<file path="src/rtl/core/ubxp_pkg.sv">
package ubxp_pkg;

   localparam logic [7:0] SYNC_FIRST_BYTE  = 8'hB5;
   localparam logic [7:0] SYNC_SECOND_BYTE = 8'h62;
   localparam logic [7:0] CLASS_ACK        = 8'h05;
   localparam logic [7:0] ID_ACK_ACK       = 8'h01;
   localparam logic [7:0] ID_ACK_NAK       = 8'h00;
   localparam logic [7:0] CLASS_MON        = 8'h0A;
   localparam logic [7:0] ID_MON_VER       = 8'h04;
   localparam logic [15:0] MIN_ACK_LENGTH  = 16'd2;
   localparam logic [15:0] MIN_VER_LENGTH  = 16'd40;

   localparam logic [1:0] KIND_OTHER   = 2'd0;
   localparam logic [1:0] KIND_ACK     = 2'd1;
   localparam logic [1:0] KIND_NAK     = 2'd2;
   localparam logic [1:0] KIND_VERSION = 2'd3;

   typedef struct packed {
      logic [7:0]  msg_class;
      logic [7:0]  msg_id;
      logic [15:0] payload_length;
      logic        checksum_ok;
      logic [1:0]  frame_kind;
      logic [7:0]  acked_class;
      logic [7:0]  acked_id;
   } result_type;

endpackage

</file>
<file path="src/rtl/core/ubxp_core.sv">
module ubxp_core
   import ubxp_pkg::*;
(
   input  logic       clock,
   input  logic       reset,
   input  logic       byte_accept,
   input  logic [7:0] byte_in,
   output logic       result_valid,
   output result_type result
);

   localparam logic [3:0] PH_SYNC1   = 4'd0;
   localparam logic [3:0] PH_SYNC2   = 4'd1;
   localparam logic [3:0] PH_CLASS   = 4'd2;
   localparam logic [3:0] PH_ID      = 4'd3;
   localparam logic [3:0] PH_LEN_LO  = 4'd4;
   localparam logic [3:0] PH_LEN_HI  = 4'd5;
   localparam logic [3:0] PH_PAYLOAD = 4'd6;
   localparam logic [3:0] PH_CK_A    = 4'd7;
   localparam logic [3:0] PH_CK_B    = 4'd8;

   logic [3:0]  phase_ff, phase_in;
   logic [7:0]  class_ff, class_in;
   logic [7:0]  id_ff, id_in;
   logic [15:0] length_ff, length_in;
   logic [15:0] count_ff, count_in;
   logic [7:0]  sum_a_ff, sum_a_in;
   logic [7:0]  sum_b_ff, sum_b_in;
   logic [7:0]  first_ff, first_in;
   logic [7:0]  second_ff, second_in;
   logic [7:0]  ck_a_ff, ck_a_in;

   logic [7:0]  acc_a;
   logic [7:0]  acc_b;
   logic [15:0] count_inc;
   logic [15:0] length_full;
   logic        sums_match;

   // Fletcher-8 step on the current byte, used by every summed phase after the class byte.
   assign acc_a       = sum_a_ff + byte_in;
   assign acc_b       = sum_b_ff + acc_a;
   assign count_inc   = (count_ff != 16'hFFFF) ? count_ff + 16'd1 : count_ff;
   assign length_full = {byte_in, length_ff[7:0]};
   assign sums_match  = (ck_a_ff == sum_a_ff) && (byte_in == sum_b_ff);

   always_comb begin
      phase_in  = phase_ff;
      class_in  = class_ff;
      id_in     = id_ff;
      length_in = length_ff;
      count_in  = count_ff;
      sum_a_in  = sum_a_ff;
      sum_b_in  = sum_b_ff;
      first_in  = first_ff;
      second_in = second_ff;
      ck_a_in   = ck_a_ff;
      result_valid = 1'b0;

      result.msg_class      = class_ff;
      result.msg_id         = id_ff;
      result.payload_length = length_ff;
      result.checksum_ok    = sums_match;
      result.frame_kind     = KIND_OTHER;
      result.acked_class    = 8'd0;
      result.acked_id       = 8'd0;
      if (sums_match) begin
         if (class_ff == CLASS_ACK && (id_ff == ID_ACK_ACK || id_ff == ID_ACK_NAK)
             && length_ff >= MIN_ACK_LENGTH) begin
            result.frame_kind  = (id_ff == ID_ACK_ACK) ? KIND_ACK : KIND_NAK;
            result.acked_class = first_ff;
            result.acked_id    = second_ff;
         end else if (class_ff == CLASS_MON && id_ff == ID_MON_VER
                      && length_ff >= MIN_VER_LENGTH) begin
            result.frame_kind = KIND_VERSION;
         end
      end

      if (byte_accept) begin
         unique case (phase_ff)
            PH_SYNC2: begin
               if (byte_in == SYNC_SECOND_BYTE) begin
                  phase_in = PH_CLASS;
               end else begin
                  phase_in  = PH_SYNC1;
                  length_in = 16'd0;
                  count_in  = 16'd0;
                  sum_a_in  = 8'd0;
                  sum_b_in  = 8'd0;
               end
            end
            PH_CLASS: begin
               // The sums restart with the class byte.
               class_in = byte_in;
               sum_a_in = byte_in;
               sum_b_in = byte_in;
               phase_in = PH_ID;
            end
            PH_ID: begin
               id_in    = byte_in;
               sum_a_in = acc_a;
               sum_b_in = acc_b;
               phase_in = PH_LEN_LO;
            end
            PH_LEN_LO: begin
               length_in = {8'd0, byte_in};
               sum_a_in  = acc_a;
               sum_b_in  = acc_b;
               phase_in  = PH_LEN_HI;
            end
            PH_LEN_HI: begin
               length_in = length_full;
               sum_a_in  = acc_a;
               sum_b_in  = acc_b;
               count_in  = 16'd0;
               first_in  = 8'd0;
               second_in = 8'd0;
               phase_in  = (length_full == 16'd0) ? PH_CK_A : PH_PAYLOAD;
            end
            PH_PAYLOAD: begin
               if (count_ff == 16'd0) begin
                  first_in = byte_in;
               end else if (count_ff == 16'd1) begin
                  second_in = byte_in;
               end
               sum_a_in = acc_a;
               sum_b_in = acc_b;
               count_in = count_inc;
               if (count_inc >= length_ff) begin
                  phase_in = PH_CK_A;
               end
            end
            PH_CK_A: begin
               ck_a_in  = byte_in;
               phase_in = PH_CK_B;
            end
            PH_CK_B: begin
               result_valid = 1'b1;
               phase_in  = PH_SYNC1;
               length_in = 16'd0;
               count_in  = 16'd0;
               sum_a_in  = 8'd0;
               sum_b_in  = 8'd0;
            end
            default: begin
               // Hunting, and any code without a meaning behaves as hunting.
               phase_in = (byte_in == SYNC_FIRST_BYTE) ? PH_SYNC2 : PH_SYNC1;
            end
         endcase
      end
   end

   always_ff @(posedge clock) begin
      if (reset) begin
         phase_ff  <= PH_SYNC1;
         class_ff  <= 8'd0;
         id_ff     <= 8'd0;
         length_ff <= 16'd0;
         count_ff  <= 16'd0;
         sum_a_ff  <= 8'd0;
         sum_b_ff  <= 8'd0;
         first_ff  <= 8'd0;
         second_ff <= 8'd0;
         ck_a_ff   <= 8'd0;
      end else begin
         phase_ff  <= phase_in;
         class_ff  <= class_in;
         id_ff     <= id_in;
         length_ff <= length_in;
         count_ff  <= count_in;
         sum_a_ff  <= sum_a_in;
         sum_b_ff  <= sum_b_in;
         first_ff  <= first_in;
         second_ff <= second_in;
         ck_a_ff   <= ck_a_in;
      end
   end

endmodule

</file>
<file path="src/rtl/core/ubx_frame_parser.sv">
// Binary frame parser for a received serial byte stream.
//
// The req channel carries one received byte per transaction. The block hunts
// for the two sync bytes, collects class, id and the little-endian length,
// runs a Fletcher-8 sum over class through payload, and compares it with the
// two checksum bytes at the end of the frame. Bytes that do not complete a
// frame produce no rsp transaction.
//
// When the second checksum byte is accepted, one rsp transaction follows in
// the next cycle with class, id, length, the checksum flag and, for good
// frames, the frame kind (acknowledge, negative acknowledge or version
// report) with the acknowledged class and id where they apply.
//
// Throughput is one byte per cycle, and rsp_valid rises in the cycle after the
// second checksum byte is accepted. While the registered result waits on a
// stalled receiver (rsp_valid high, rsp_ready low) req_ready is low; it
// returns high in the same cycle the receiver takes the result.
//
// Synchronous reset puts the parser back to hunting for the first sync byte,
// clears sums, length and captured bytes, and drops any pending result.
module ubx_frame_parser
   import ubxp_pkg::*;
(
   input  logic        clock,
   input  logic        reset,
   input  logic        req_valid,
   output logic        req_ready,
   input  logic [7:0]  req_byte_in,
   output logic        rsp_valid,
   input  logic        rsp_ready,
   output logic [7:0]  rsp_msg_class,
   output logic [7:0]  rsp_msg_id,
   output logic [15:0] rsp_payload_length,
   output logic        rsp_checksum_ok,
   output logic [1:0]  rsp_frame_kind,
   output logic [7:0]  rsp_acked_class,
   output logic [7:0]  rsp_acked_id
);

   logic       req_accept;
   logic       core_valid;
   result_type core_result;

   logic       rsp_valid_ff, rsp_valid_in;
   result_type rsp_data_ff, rsp_data_in;

   // A new byte may enter whenever the output register is empty or being drained.
   assign req_ready  = !rsp_valid_ff || rsp_ready;
   assign req_accept = req_valid && req_ready;

   ubxp_core u_core (
      .clock        (clock),
      .reset        (reset),
      .byte_accept  (req_accept),
      .byte_in      (req_byte_in),
      .result_valid (core_valid),
      .result       (core_result)
   );

   always_comb begin
      rsp_valid_in = rsp_valid_ff;
      rsp_data_in  = rsp_data_ff;
      if (core_valid) begin
         rsp_valid_in = 1'b1;
         rsp_data_in  = core_result;
      end else if (rsp_ready) begin
         rsp_valid_in = 1'b0;
      end
   end

   always_ff @(posedge clock) begin
      if (reset) begin
         rsp_valid_ff <= 1'b0;
      end else begin
         rsp_valid_ff <= rsp_valid_in;
      end
   end

   // The payload register needs no reset; it is only read while valid is high.
   always_ff @(posedge clock) begin
      rsp_data_ff <= rsp_data_in;
   end

   assign rsp_valid          = rsp_valid_ff;
   assign rsp_msg_class      = rsp_data_ff.msg_class;
   assign rsp_msg_id         = rsp_data_ff.msg_id;
   assign rsp_payload_length = rsp_data_ff.payload_length;
   assign rsp_checksum_ok    = rsp_data_ff.checksum_ok;
   assign rsp_frame_kind     = rsp_data_ff.frame_kind;
   assign rsp_acked_class    = rsp_data_ff.acked_class;
   assign rsp_acked_id       = rsp_data_ff.acked_id;

   // A stalled result must block the byte stream, or a result could be lost.
   assert property (@(posedge clock) disable iff (reset)
      (rsp_valid && !rsp_ready) |-> !req_ready)
      else $error("byte accepted while a result was stalled");

   // Only frames with a good checksum are classified.
   assert property (@(posedge clock) disable iff (reset)
      (rsp_valid && rsp_frame_kind != KIND_OTHER) |-> rsp_checksum_ok)
      else $error("frame kind reported for a bad checksum");

   // Acknowledge kinds carry the matching class, id and a long enough payload.
   assert property (@(posedge clock) disable iff (reset)
      (rsp_valid && (rsp_frame_kind == KIND_ACK || rsp_frame_kind == KIND_NAK)) |->
      (rsp_msg_class == CLASS_ACK && rsp_payload_length >= MIN_ACK_LENGTH &&
       rsp_msg_id == ((rsp_frame_kind == KIND_ACK) ? ID_ACK_ACK : ID_ACK_NAK)))
      else $error("acknowledge kind does not match the frame header");

   // Version reports carry their class, id and minimum length.
   assert property (@(posedge clock) disable iff (reset)
      (rsp_valid && rsp_frame_kind == KIND_VERSION) |->
      (rsp_msg_class == CLASS_MON && rsp_msg_id == ID_MON_VER &&
       rsp_payload_length >= MIN_VER_LENGTH))
      else $error("version kind does not match the frame header");

endmodule

</file>
<file path="config.mk">
export PLATFORM = sky130hd
export DESIGN_NAME = ubx_frame_parser
export DESIGN_NICKNAME = d
export VERILOG_FILES = /design/src/rtl/core/ubxp_pkg.sv /design/src/rtl/core/ubxp_core.sv /design/src/rtl/core/ubx_frame_parser.sv
export SDC_FILE = /design/constraint.sdc
export NUM_CORES = 1
export LEC_CHECK = 0
export CORE_ASPECT_RATIO = 1.25
export CORE_MARGIN = 3
export CORE_UTILIZATION = 45
export DETAILED_ROUTE_END_ITERATION = 8
export DONT_BUFFER_PORTS = 1
export HOLD_SLACK_MARGIN = 0.05
export PLACE_DENSITY = 0.59
export SLEW_MARGIN = 20
export SYNTH_ARGS = -nofsm -noshare
export SYNTH_HDL_FRONTEND = slang
export SYNTH_SLANG_ARGS = --single-unit
export TNS_END_PERCENT = 10
</file>
<file path="constraint.sdc">
create_clock -name clock -period 6.3 [get_ports clock]
set_input_delay 0.945 -clock clock [delete_from_list [all_inputs] [get_ports clock]]
set_output_delay 0.945 -clock clock [all_outputs]
set_load 0.005 [all_outputs]
</file>
==> out/metrics.cfg, run 1 <==
[floorplan]
top_level_ports=65
floorplan.initialDensity=0.461
floorplan.die_area_mm2=0.0176
number_of_rows_created_at_floorplan=51
die_h_um=147
die_w_um=119
coreArea_mm2=0.0156

[worst_setup_path]
regToRegSetupSlack_ps=2770
path_cells=and4_4 -> nand4_2 -> or3_1 -> nand2_1 -> nor2_1 -> xnor2_1 -> ha_1 -> a21o_1 -> a21o_1 -> a21oi_1 -> o211ai_1 -> o21ai_2 -> mux2_2
critical-path-max-stage-delay_ps=560
cp-start-kind=flop
required_ps=6600
setup.worst_path.class=reg2reg
critPathMaxFanout=9
regToRegEndpoint=u_core.phase_ff[2]$_SDFFE_PP0P_
ff2ff_path_depth=13
cp_data_arrival_time_ps=3830
critical-path-slowest-cell=or3_1
startpoint_of_the_worst_slack_reg_to_reg_timing_path=u_core.count_ff[3]$_SDFFE_PP0P_
critPathLaunch=u_core.count_ff[3]$_SDFFE_PP0P_
worstSetupEndpointType=flop
timing.critical_path.mode_cell=a21o_1

[yosys]
yosysSeqAreaShare=0.471
syn_area_mm2=0.00720
ys.flop_type=dfxtp_1
synth.yosys.warnings=0
syn-instance-count=750
ys_async_sr_fraction=0
netlist-cell-type-count=64
synth-edff-count=51
synthesis.nets=797
synth.ff_latch_count=144
synth.avg_cell_area_um2=9.60

[pwr]
pwr-share-clk=0.523
leakage_nw=3.29
power.internal_w=0.00164
power.net_switching_w=0.000420
power.ir.vdd_worst_mv=0.150
cellPowerDensity_mw_per_mm2=260
power.share.sequential=0.464
switching_share=0.204
power_frac_comb=0.012

[timing]
final_max_slew_viol_count=0
final-hold-violation-count=0
timing.final.crit_share=0.560
min_period_ps=3530
totalNegativeSetupSlack_ps=0
finalHoldWorstSlack_ps=455
max-slew-margin-rel=0.236
count_of_endpoints_failing_setup_in_the_final_report=0
finClkSkew_ps=6.84
fmaxAchievable_ghz=0.283
grt_setup_unrepaired=no
worst-slew-pin-transition_ps=1130

[placement]
place.detailed.hpwl_mm=12.3
port-buffer-count=0
gpl_congestion=0.831

[cts]
clk_pin_slew_ps=60
ctsHoldBuffers=0
clk_latency_ps=420
tritoncts_num_sinks=144
cts_tree=yes
clock-root-buffer=clkbuf_16
ctsLongestPathBuffers=2
ctsResizeCount=0
cts_max_level=4
cts_setup_buffers=0
cts_made_buffers=17

[route]
drt_pass1_iterations=5
dr.first_iter.drc_count=354
wl_per_cell_um=18.6
drt-vias-per-instance=5.72
postRouteWirelength_mm=17.7
drc_errors=0
detail-route-antenna-nets=0
dr_total_vias=5455

[grt]
first_pass_grt_wire_length_mm=28.4
grt_pass1_vias=5344
globalRouteOverflowTotal=0
grt_antenna_before_repair=0
grt_start_max_net_pins=84
grt.total_usage=0.205

[job]
cap_viol_max_count=0

[worst_hold_path]
hold-path-cell-count=0
timing.hold.worst.start=u_core.length_ff[3]$_SDFFE_PP0P_
worst_hold_path_ep=rsp_payload_length[3]$_DFFE_PP_
timing.hold.worst.class=reg2reg

[cells_and_area]
signed_area_change_from_the_synthesized_netlist_to_the_final_layout_pct=10.1
insertedDiodeCount=0
filler_cell_count=1426
nNetsFinal=776
drive_gt1_frac=0.0674

[outcome]
status=finished, final reports clean

-- cells in the final DEF (no fill, tap or decap), types with 17 or more instances in the layout --
master,count
a21oi_1,42
and3_1,22
clkbuf_16,17
dfxtp_1,93
edfxtp_1,51
ha_1,33
inv_1,30
mux2i_1,39
nand2_1,38
nand3_1,26
nor2_1,102
nor3_1,22
o21ai_0,23
xor2_1,27
-- metal layers --
layer  vias up  global-route usage  part of all wire
li1       2645                   -                 -
met1      2592               0.245              0.41
met2       184               0.354              0.50
met3        34              0.0486             0.052
met4         0              0.0852             0.031
met5         -                   0                 0
-- sequential cells by signal, indices dropped and copies added (netlist names) --
name                flops
u_core.sum_b_ff         8
u_core.class_ff         8
u_core.phase_ff         4
rsp_msg_class           8
u_core.ck_a_ff          8
u_core.second_ff        8
u_core.count_ff        16
u_core.sum_a_ff         8
rsp_valid               1
rsp_frame_kind          2
rsp_checksum_ok         1
rsp_msg_id              8
rsp_payload_length     16
rsp_acked_class         8
u_core.first_ff         8
rsp_acked_id            8
u_core.id_ff            8
u_core.length_ff       16
-- power by group through the flow --
stage	logic, W	clock network (W)	registers [W]
finish	0.0000254	0.00108	0.000956
CTS	0.0000254	0.00110	0.000955
detailed placement	0.0000253	0	0.000976
global placement	0.0000251	0	0.000976
global route	0.0000286	0.00114	0.000955
floorplan	0.0000336	0	0.000976
-- cell usage after synthesis (4+ instances only) --
master / instances / area share
and3_1: 22 / 0.019
dfxtp_1: 93 / 0.26
nor4_1: 12 / 0.010
ha_1: 33 / 0.057
nand2_1: 38 / 0.020
and4_1: 4 / 0.0049
nand2b_1: 8 / 0.0070
a21oi_1: 42 / 0.029
inv_1: 31 / 0.016
xor2_1: 27 / 0.033
nand3_1: 26 / 0.018
nor2b_1: 4 / 0.0035
nor2_1: 103 / 0.054
a221oi_1: 10 / 0.012
xnor2_1: 15 / 0.018
o21ai_1: 4 / 0.0028
nand4_1: 10 / 0.0087
a21o_1: 13 / 0.014
or4_1: 4 / 0.0042
mux2i_1: 39 / 0.054
a31oi_1: 13 / 0.011
o21ai_0: 23 / 0.016
nor3_1: 22 / 0.015
buf_2: 9 / 0.0063
and2_1: 10 / 0.0087
edfxtp_1: 51 / 0.21
clkbuf_1: 30 / 0.016
-- stage by stage --
step	utilization	cell area, µm²	cells	total power (W)	worst slack [ps]
floorplan	-	7200	750	0.00101	2700
global placement	0.467	7300	922	0.00100	2790
detailed placement	0.467	7300	922	0.00100	2780
CTS	0.507	7930	954	0.00208	2780
global route	0.507	7930	954	0.00213	2470
finish	0.507	7930	954	0.00206	2770
-- worst max-delay path by stage --
stage	end	slack (ps)
2_1_floorplan	u_core.sum_b_ff[7]$_SDFFE_PP0P_	2700
3_3_place_gp	u_core.sum_b_ff[7]$_SDFFE_PP0P_	2790
3_5_place_dp	u_core.sum_b_ff[7]$_SDFFE_PP0P_	2780
4_1_cts	u_core.phase_ff[2]$_SDFFE_PP0P_	2780
5_1_grt	u_core.phase_ff[2]$_SDFFE_PP0P_	2470
6_report	u_core.phase_ff[2]$_SDFFE_PP0P_	2770
-- cell families (layout without fill, tap and decap cells) --
logic type | after synthesis | in the layout | synth area share
XOR/XNOR | 42 | 42 | 0.0511
adder cells (fa/ha/maj) | 35 | 35 | 0.0629
AND/OR/NAND/NOR | 279 | 279 | 0.193
multiplexers | 40 | 40 | 0.0558
buffers and inverters | 75 | 67 | 0.0433
flip-flops | 144 | 144 | 0.471
AO/OA/AOI/OAI | 135 | 135 | 0.122
-- final cells by class --
type / instances / area, µm² / area share
well taps: 212 / 265 / 0.0334
inverters: 32 / 120 / 0.0151
clock buffers: 19 / 433 / 0.0546
clock inverters: 13 / 199 / 0.0251
repair buffers: 3 / 22.5 / 0.00284
multi-input cells: 531 / 3500 / 0.441
flip-flops and latches: 144 / 3390 / 0.428
-- critical path: cells and delay by family (launching register included) --
| family | cells | cell delay [ps] |
|---|---|---|
| AO/OA/AOI/OAI | 5 | 870 |
| XOR/XNOR | 1 | 130 |
| adder cells (fa/ha/maj) | 1 | 290 |
| flip-flops | 1 | 500 |
| multiplexers | 1 | 360 |
| AND/OR/NAND/NOR | 5 | 1260 |
Note: power is estimated with default switching activity, not from simulation.
==> run 2: changes to the inputs <==
PLACE_DENSITY = 0.61   (was 0.59)
clock period = 3.2 ns   (was 6.3 ns; I/O delays follow)
==> run 2 against run 1 <==
Sequential share of layout area decreased by 0.28 points; design area increased by 0.92%; first-iteration DRC count increased by 4.8%; core utilization increased by 0.46 points; worst setup slack got worse by 2600 ps; sequential cell count unchanged; power increased by 81%; largest power group is now sequential cells.
==> out/metrics.cfg, run 2 (synthesis gave the netlist of run 1 again) <==
[route]
postRouteWirelength_mm=17.7  ; about the same
drc_errors=0  ; unchanged
drt_pass1_iterations=5  ; unchanged
wl_per_cell_um=18.2  ; was 18.6 µm
dr_total_vias=5497  ; was 5,455
detail-route-antenna-nets=0  ; unchanged
drt-vias-per-instance=5.64  ; was 5.72
dr.first_iter.drc_count=371  ; was 354

[cells_and_area]
layout.cells.most_common=nor2_1  ; unchanged
insertedDiodeCount=0  ; unchanged
signed_area_change_from_the_synthesized_netlist_to_the_final_layout_pct=11.2  ; was 10.1%
mostFrequentLayoutCells=103 x nor2_1, 86 x dfxtp_1, 51 x edfxtp_1  ; was 102 x nor2_1, 93 x dfxtp_1, 51 x edfxtp_1
utilization=0.512  ; was 0.507
stdcell_area_mm2=0.00800  ; was 0.00793 mm²
filler_cell_count=1443  ; was 1,426
drive_gt1_frac=0.0997  ; was 0.0674
nNetsFinal=796  ; was 776

[worst_setup_path]
cp.depth=14  ; was 13
cp-start-kind=flop  ; unchanged
critPathMaxFanout=6  ; was 9
critical-path-slowest-cell=dfxtp_2  ; was or3_1
path_cells=and4_4 -> nand4_2 -> buf_4 -> o31a_1 -> and2_1 -> xor2_1 -> ha_1 -> a22oi_1 -> nand2_1 -> a21oi_1 -> nor4_1 -> o21ai_2 -> buf_4 -> a31o_2  ; was and4_4 -> nand4_2 -> or3_1 -> nand2_1 -> nor2_1 -> xnor2_1 -> ha_1 -> a21o_1 -> a21o_1 -> a21oi_1 -> o211ai_1 -> o21ai_2 -> mux2_2
cp_data_arrival_time_ps=3370  ; was 3830 ps
required_ps=3510  ; was 6600 ps
critical-path-max-stage-delay_ps=370  ; was 560 ps
startpoint_of_the_worst_slack_reg_to_reg_timing_path=u_core.count_ff[6]$_SDFFE_PP0P_  ; was u_core.count_ff[3]$_SDFFE_PP0P_
setup.worst_path.class=reg2reg  ; unchanged
dominant_delay_contributor_by_cell_family_on_the_critical_path=simple AND/OR/NAND/NOR gates  ; unchanged
worstSetupEndpointType=flop  ; unchanged
worst-path-buf-inv=2  ; was 0
ff2ff_path_depth=14  ; was 13
critPathLaunch=u_core.count_ff[6]$_SDFFE_PP0P_  ; was u_core.count_ff[3]$_SDFFE_PP0P_
timing.critical_path.mode_cell=buf_4  ; was a21o_1

[cts]
ctsHoldBuffers=0  ; unchanged
clock-root-buffer=clkbuf_16  ; unchanged
tritoncts_num_sinks=144  ; unchanged
cts_max_level=4  ; unchanged
ctsLongestPathBuffers=2  ; unchanged
cts_tree=yes  ; unchanged
clk_pin_slew_ps=60  ; about the same
clk_latency_ps=420  ; about the same
cts_made_buffers=17  ; unchanged

[floorplan]
coreArea_mm2=0.0156  ; unchanged
die_w_um=119  ; unchanged
floorplan.initialDensity=0.461  ; unchanged
floorplan.die_area_mm2=0.0176  ; unchanged
number_of_rows_created_at_floorplan=51  ; unchanged
die_h_um=147  ; unchanged
top_level_ports=65  ; unchanged

[timing]
max-slew-margin-rel=0.398  ; was 0.236
finClkSkew_ps=5.75  ; was 6.84 ps
totalNegativeSetupSlack_ps=0  ; unchanged
timing.final.crit_share=0.956  ; was 0.560
worst-slew-pin-transition_ps=896  ; was 1130 ps
fmaxAchievable_ghz=0.327  ; was 0.283 GHz
count_of_endpoints_failing_setup_in_the_final_report=0  ; unchanged
final-hold-violation-count=0  ; unchanged
final_max_slew_viol_count=0  ; unchanged
min_period_ps=3060  ; was 3530 ps
grt_setup_unrepaired=yes  ; was no

[grt]
grt_util_met3=0.0452  ; was 0.0486
grt_start_max_net_pins=84  ; unchanged
grt_antenna_before_repair=0  ; unchanged
groute.layer.met2.usage=0.346  ; was 0.354
first_pass_grt_wire_length_mm=28.7  ; was 28.4 mm
grt_pass1_vias=5314  ; was 5,344
met1_usage=0.261  ; was 0.245
busiest_layer=met2  ; unchanged
grt.total_usage=0.207  ; was 0.205
globalRouteOverflowTotal=0  ; unchanged

[worst_hold_path]
hold-path-cell-count=1  ; was 0
timing.hold.worst.class=in2reg  ; was reg2reg
timing.hold.worst.start=reset  ; was u_core.length_ff[3]$_SDFFE_PP0P_

[pwr]
power.ir.vdd_worst_mv=0.327  ; was 0.150 mV
cellPowerDensity_mw_per_mm2=465  ; was 260 mW/mm²
leakage_nw=3.33  ; was 3.29 nW

[job]
cap_viol_max_count=0  ; unchanged

[placement]
gpl_congestion=0.853  ; was 0.831
detailed_place.area_mm2=0.00744  ; was 0.00730 mm²
place.detailed.hpwl_mm=12.4  ; was 12.3 mm
port-buffer-count=0  ; unchanged

[outcome]
status=finished, final reports clean  ; unchanged

[run 2: path summary, 6_finish.rpt]
kind | endpoint | slack [ps]
worst max-delay path | u_core.phase_ff[3]$_SDFFE_PP0P_ | 140
worst min-delay path | rsp_valid$_SDFFE_PP0P_ | 140
worst max register to register | u_core.phase_ff[3]$_SDFFE_PP0P_ | 140
worst min register to register | rsp_msg_id[3]$_DFFE_PP_ | 460
[run 2: power breakdown]
part	total (W)	internal, W	switching (W)	leakage (nW)
clock network	0.00178	0.00102	0.000768	0.247
logic	0.0000568	0.0000237	0.0000330	1.87
registers	0.00188	0.00188	0.000000250	1.22
total	0.00372	0.00292	0.000801	3.33
[run 2: cell type report]
type,count,area (µm²),area share
clock buffer,21,450,0.0563
inverter,32,120,0.0150
timing repair buffer,23,185,0.0231
sequential,144,3400,0.425
multi-input combinational,531,3500,0.437
clock inverter,11,82.6,0.0103
tap,212,265,0.0331
[run 2: per-layer routing]
layer,wire (µm),vias to the layer above
met3,816,25
li1,-,2690
met5,0,-
met4,446,0
met2,8910,130
met1,7520,2652
[run 2: metrics by stage]
step / hold slack, ps / power [W] / setup WS, ps / std cells
floorplan: 408 / 0.00199 / 62.5 / 750
global placement: 450 / 0.00197 / 165 / 940
detailed placement: 448 / 0.00198 / 94.7 / 940
CTS: 119 / 0.00377 / 87.0 / 972
global route: 123 / 0.00384 / -31.0 / 974
finish: 141 / 0.00372 / 142 / 974
[run 2: what timing repair did]
action / 4_1_cts / 5_1_grt
resized for setup: 0 / 8
setup endpoints to repair: 0 / 5
buffers inserted: 0 / 2
==> run 3: changes to the inputs <==
ABC_AREA = 1   (was unset)
==> run 3 against run 2 <==
Clock power up 12%; routed wire length is 0.95% lower; sequential share of layout area shrank 0.82 points; highest routed layer unchanged; largest power group is now clock; non-clock buffer count is 18 lower; core utilization increased by 0.24 points; critical path type unchanged; critical endpoint is now u_core.phase_ff[2]$_SDFFE_PP0P_; die area is 2.0% higher.
==> out/metrics.cfg, run 3 <==
[worst_setup_path]
regToRegSetupSlack_ps=360  ; was 140 ps
timing.critical_path.mode_cell=nand2_1  ; was buf_4
critPathMaxFanout=8  ; was 6
worstSetupEndpointType=flop  ; unchanged
critical-path-slowest-cell=dfxtp_1  ; was dfxtp_2
path_cells=ha_1 -> nand3_1 -> or2_2 -> nor2_2 -> inv_1 -> o21ai_0 -> ha_1 -> a21oi_1 -> o21a_1 -> nand2_1 -> nand2_1 -> nand4_1 -> nand2_1 -> inv_1 -> nor2_1 -> nor2_1  ; was and4_4 -> nand4_2 -> buf_4 -> o31a_1 -> and2_1 -> xor2_1 -> ha_1 -> a22oi_1 -> nand2_1 -> a21oi_1 -> nor4_1 -> o21ai_2 -> buf_4 -> a31o_2
setup.worst_path.class=reg2reg  ; unchanged
required_ps=3520  ; was 3510 ps
critical-path-max-stage-delay_ps=390  ; was 370 ps
cp-start-kind=flop  ; unchanged
cp_data_arrival_time_ps=3160  ; was 3370 ps

[timing]
fmaxAchievable_ghz=0.352  ; was 0.327 GHz
timing.final.crit_share=0.887  ; was 0.956
finClkSkew_ps=14.2  ; was 5.75 ps
worst-slew-pin-transition_ps=928  ; was 896 ps
min_period_ps=2840  ; was 3060 ps
max-slew-margin-rel=0.379  ; was 0.398
grt_setup_unrepaired=no  ; was yes
count_of_endpoints_failing_setup_in_the_final_report=0  ; unchanged
final_max_slew_viol_count=0  ; unchanged
final-hold-violation-count=0  ; unchanged
worst_slack_ps=361  ; was 142 ps
totalNegativeSetupSlack_ps=0  ; unchanged

[outcome]
status=finished, final reports clean  ; unchanged

[yosys]
netlist_top_cells_area=dfxtp_1 25%, edfxtp_1 21%, nand2_1 11%  ; was dfxtp_1 26%, edfxtp_1 21%, ha_1 5.7%
synth-edff-count=51  ; unchanged
synthTopCellsByCount=211 x nand2_1, 130 x nor2_1, 95 x a21oi_1, 93 x dfxtp_1, 93 x inv_1  ; was 103 x nor2_1, 93 x dfxtp_1, 51 x edfxtp_1, 42 x a21oi_1, 39 x mux2i_1
synth_top_cell_by_area=dfxtp_1  ; unchanged
post-synth-top-area-fraction=0.253  ; was 0.259
ys.flop_type=dfxtp_1  ; unchanged
synth.yosys.warnings=0  ; unchanged
synth.ff_latch_count=144  ; unchanged
yosysSeqAreaShare=0.462  ; was 0.471
yosys.cell_count.top_type=nand2_1  ; was nor2_1
synth.avg_cell_area_um2=7.84  ; was 9.60 µm²
ys_async_sr_fraction=0  ; unchanged
netlist-cell-type-count=42  ; was 64
syn-instance-count=938  ; was 750
synthesis.nets=985  ; was 797
syn_area_mm2=0.00735  ; was 0.00720 mm²

[placement]
placedCellCount=1127  ; was 940
port-buffer-count=0  ; unchanged
gpl_congestion=0.867  ; was 0.853
worst_setup_slack_post_dpl_ps=235  ; was 94.7 ps
place.detailed.hpwl_mm=12.5  ; was 12.4 mm

[cts]
ctsLongestPathBuffers=2  ; unchanged
cts_max_level=4  ; unchanged
cts_tree=yes  ; unchanged
cts_made_buffers=17  ; unchanged
clk_latency_ps=430  ; was 420 ps
clock-root-buffer=clkbuf_16  ; unchanged
cts_setup_buffers=0  ; unchanged
tritoncts_num_sinks=144  ; unchanged
clk_pin_slew_ps=60  ; about the same

[floorplan]
die_w_um=120  ; was 119 µm
top_level_ports=65  ; unchanged
coreArea_mm2=0.0158  ; was 0.0156 mm²
number_of_rows_created_at_floorplan=51  ; unchanged
floorplan.die_area_mm2=0.0179  ; was 0.0176 mm²
floorplan.initialDensity=0.464  ; was 0.461
die_h_um=149  ; was 147 µm

[cells_and_area]
insertedDiodeCount=0  ; unchanged
nNetsFinal=981  ; was 796
layoutNonFillerInstCount=1159  ; was 974
layout.cells.most_common=nand2_1  ; was nor2_1
drive_gt1_frac=0.0750  ; was 0.0997
mostFrequentLayoutCells=211 x nand2_1, 126 x nor2_1, 95 x a21oi_1  ; was 103 x nor2_1, 86 x dfxtp_1, 51 x edfxtp_1
signed_area_change_from_the_synthesized_netlist_to_the_final_layout_pct=10.7  ; was 11.2%
utilization=0.514  ; was 0.512

[route]
postRouteWirelength_mm=17.5  ; was 17.7 mm
drt-vias-per-instance=5.13  ; was 5.64
wl_per_cell_um=15.1  ; was 18.2 µm
drc_errors=0  ; unchanged
dr_total_vias=5950  ; was 5,497
dr.first_iter.drc_count=410  ; was 371
drt_pass1_iterations=5  ; unchanged
detail-route-antenna-nets=0  ; unchanged

[grt]
grt.total_usage=0.202  ; was 0.207
grt_start_max_net_pins=51  ; was 84
grt_pass1_vias=5687  ; was 5,314
globalRouteOverflowTotal=0  ; unchanged
first_pass_grt_wire_length_mm=28.4  ; was 28.7 mm
grt_antenna_before_repair=0  ; unchanged

[pwr]
cellPowerDensity_mw_per_mm2=540  ; was 465 mW/mm²
leakage_nw=3.30  ; was 3.33 nW
power.ir.vdd_worst_mv=0.296  ; was 0.327 mV

[job]
cap_viol_max_count=0  ; unchanged

[worst_hold_path]
timing.hold.worst.class=in2reg  ; unchanged

run 3: cell types whose count changed in the layout (fill, tap and decap cells not counted), moves of 15 or more:
| cell | before | now |
|---|---|---|
| and3_1 | 22 | 0 |
| nor2_1 | 103 | 126 |
| nand3_1 | 26 | 53 |
| inv_1 | 30 | 93 |
| nand2_1 | 38 | 211 |
| a21oi_1 | 42 | 95 |
| buf_4 | 22 | 4 |
| mux2i_1 | 39 | 0 |
| o21ai_0 | 23 | 38 |
run 3: per-layer routing:
metal | GRT usage | up-vias | part of all wire
li1 | - | 3072 | -
met1 | 0.236 | 2729 | 0.43
met2 | 0.361 | 125 | 0.51
met3 | 0.0486 | 24 | 0.045
met4 | 0.0703 | 0 | 0.019
met5 | 0 | - | 0
run 3: area by class of cell:
type,instances,area [µm²]
Clock buffer,19,453
Clock inverter,13,149
Fill cell,1609,7690
Inverter,103,389
Multi-Input combinational cell,663,3440
Sequential cell,144,3390
Tap cell,212,265
Timing Repair Buffer,5,50.0
run 3: final timing paths:
check	from	end	cells after the start
worst max-delay path	u_core.count_ff[0]$_SDFFE_PP0P_	u_core.phase_ff[2]$_SDFFE_PP0P_	16
worst min-delay path	reset	u_core.second_ff[4]$_SDFFE_PP0P_	1
worst max register to register	u_core.count_ff[0]$_SDFFE_PP0P_	u_core.phase_ff[2]$_SDFFE_PP0P_	16
worst min register to register	u_core.id_ff[0]$_SDFFE_PP0P_	rsp_msg_id[0]$_DFFE_PP_	0
run 3: through the flow:
step	total power, W	hold slack (ps)	cell area [µm²]
2_1_floorplan	0.00235	408	7350
3_3_place_gp	0.00243	417	7530
3_5_place_dp	0.00243	415	7530
4_1_cts	0.00443	117	8130
5_1_grt	0.00458	117	8140
6_report	0.00440	127	8140
run 3: kinds of logic (layout without fill, tap and decap cells):
group	after synthesis	after routing	synth area share
simple gates	449	449	0.262
compound gates	150	150	0.108
flops	144	144	0.462
buf+inv	131	140	0.0724
fa+ha+maj	35	35	0.0616
xor+xnor	29	29	0.0346
run 3: what timing repair did:
| action | CTS | global route |
|---|---|---|
| hold buffers | 0 | 0 |
| resized for setup | 0 | 2 |
| setup endpoints to repair | 0 | 4 |
run 3: worst max-delay path: cells and delay by family, from the launching register on:
kind	cells	cell delay, ps
AND/OR/NAND/NOR	9	1140
adder cells (fa/ha/maj)	2	520
AO/OA/AOI/OAI	3	450
buffers and inverters	2	230
flip-flops	1	390
run 3: power by group:
part / switching [W] / leakage (nW) / total, W / internal [W]
clock network: 0.000801 / 0.294 / 0.00200 / 0.00120
logic: 0.000281 / 1.78 / 0.000438 / 0.000157
registers: 0.0000361 / 1.22 / 0.00196 / 0.00192
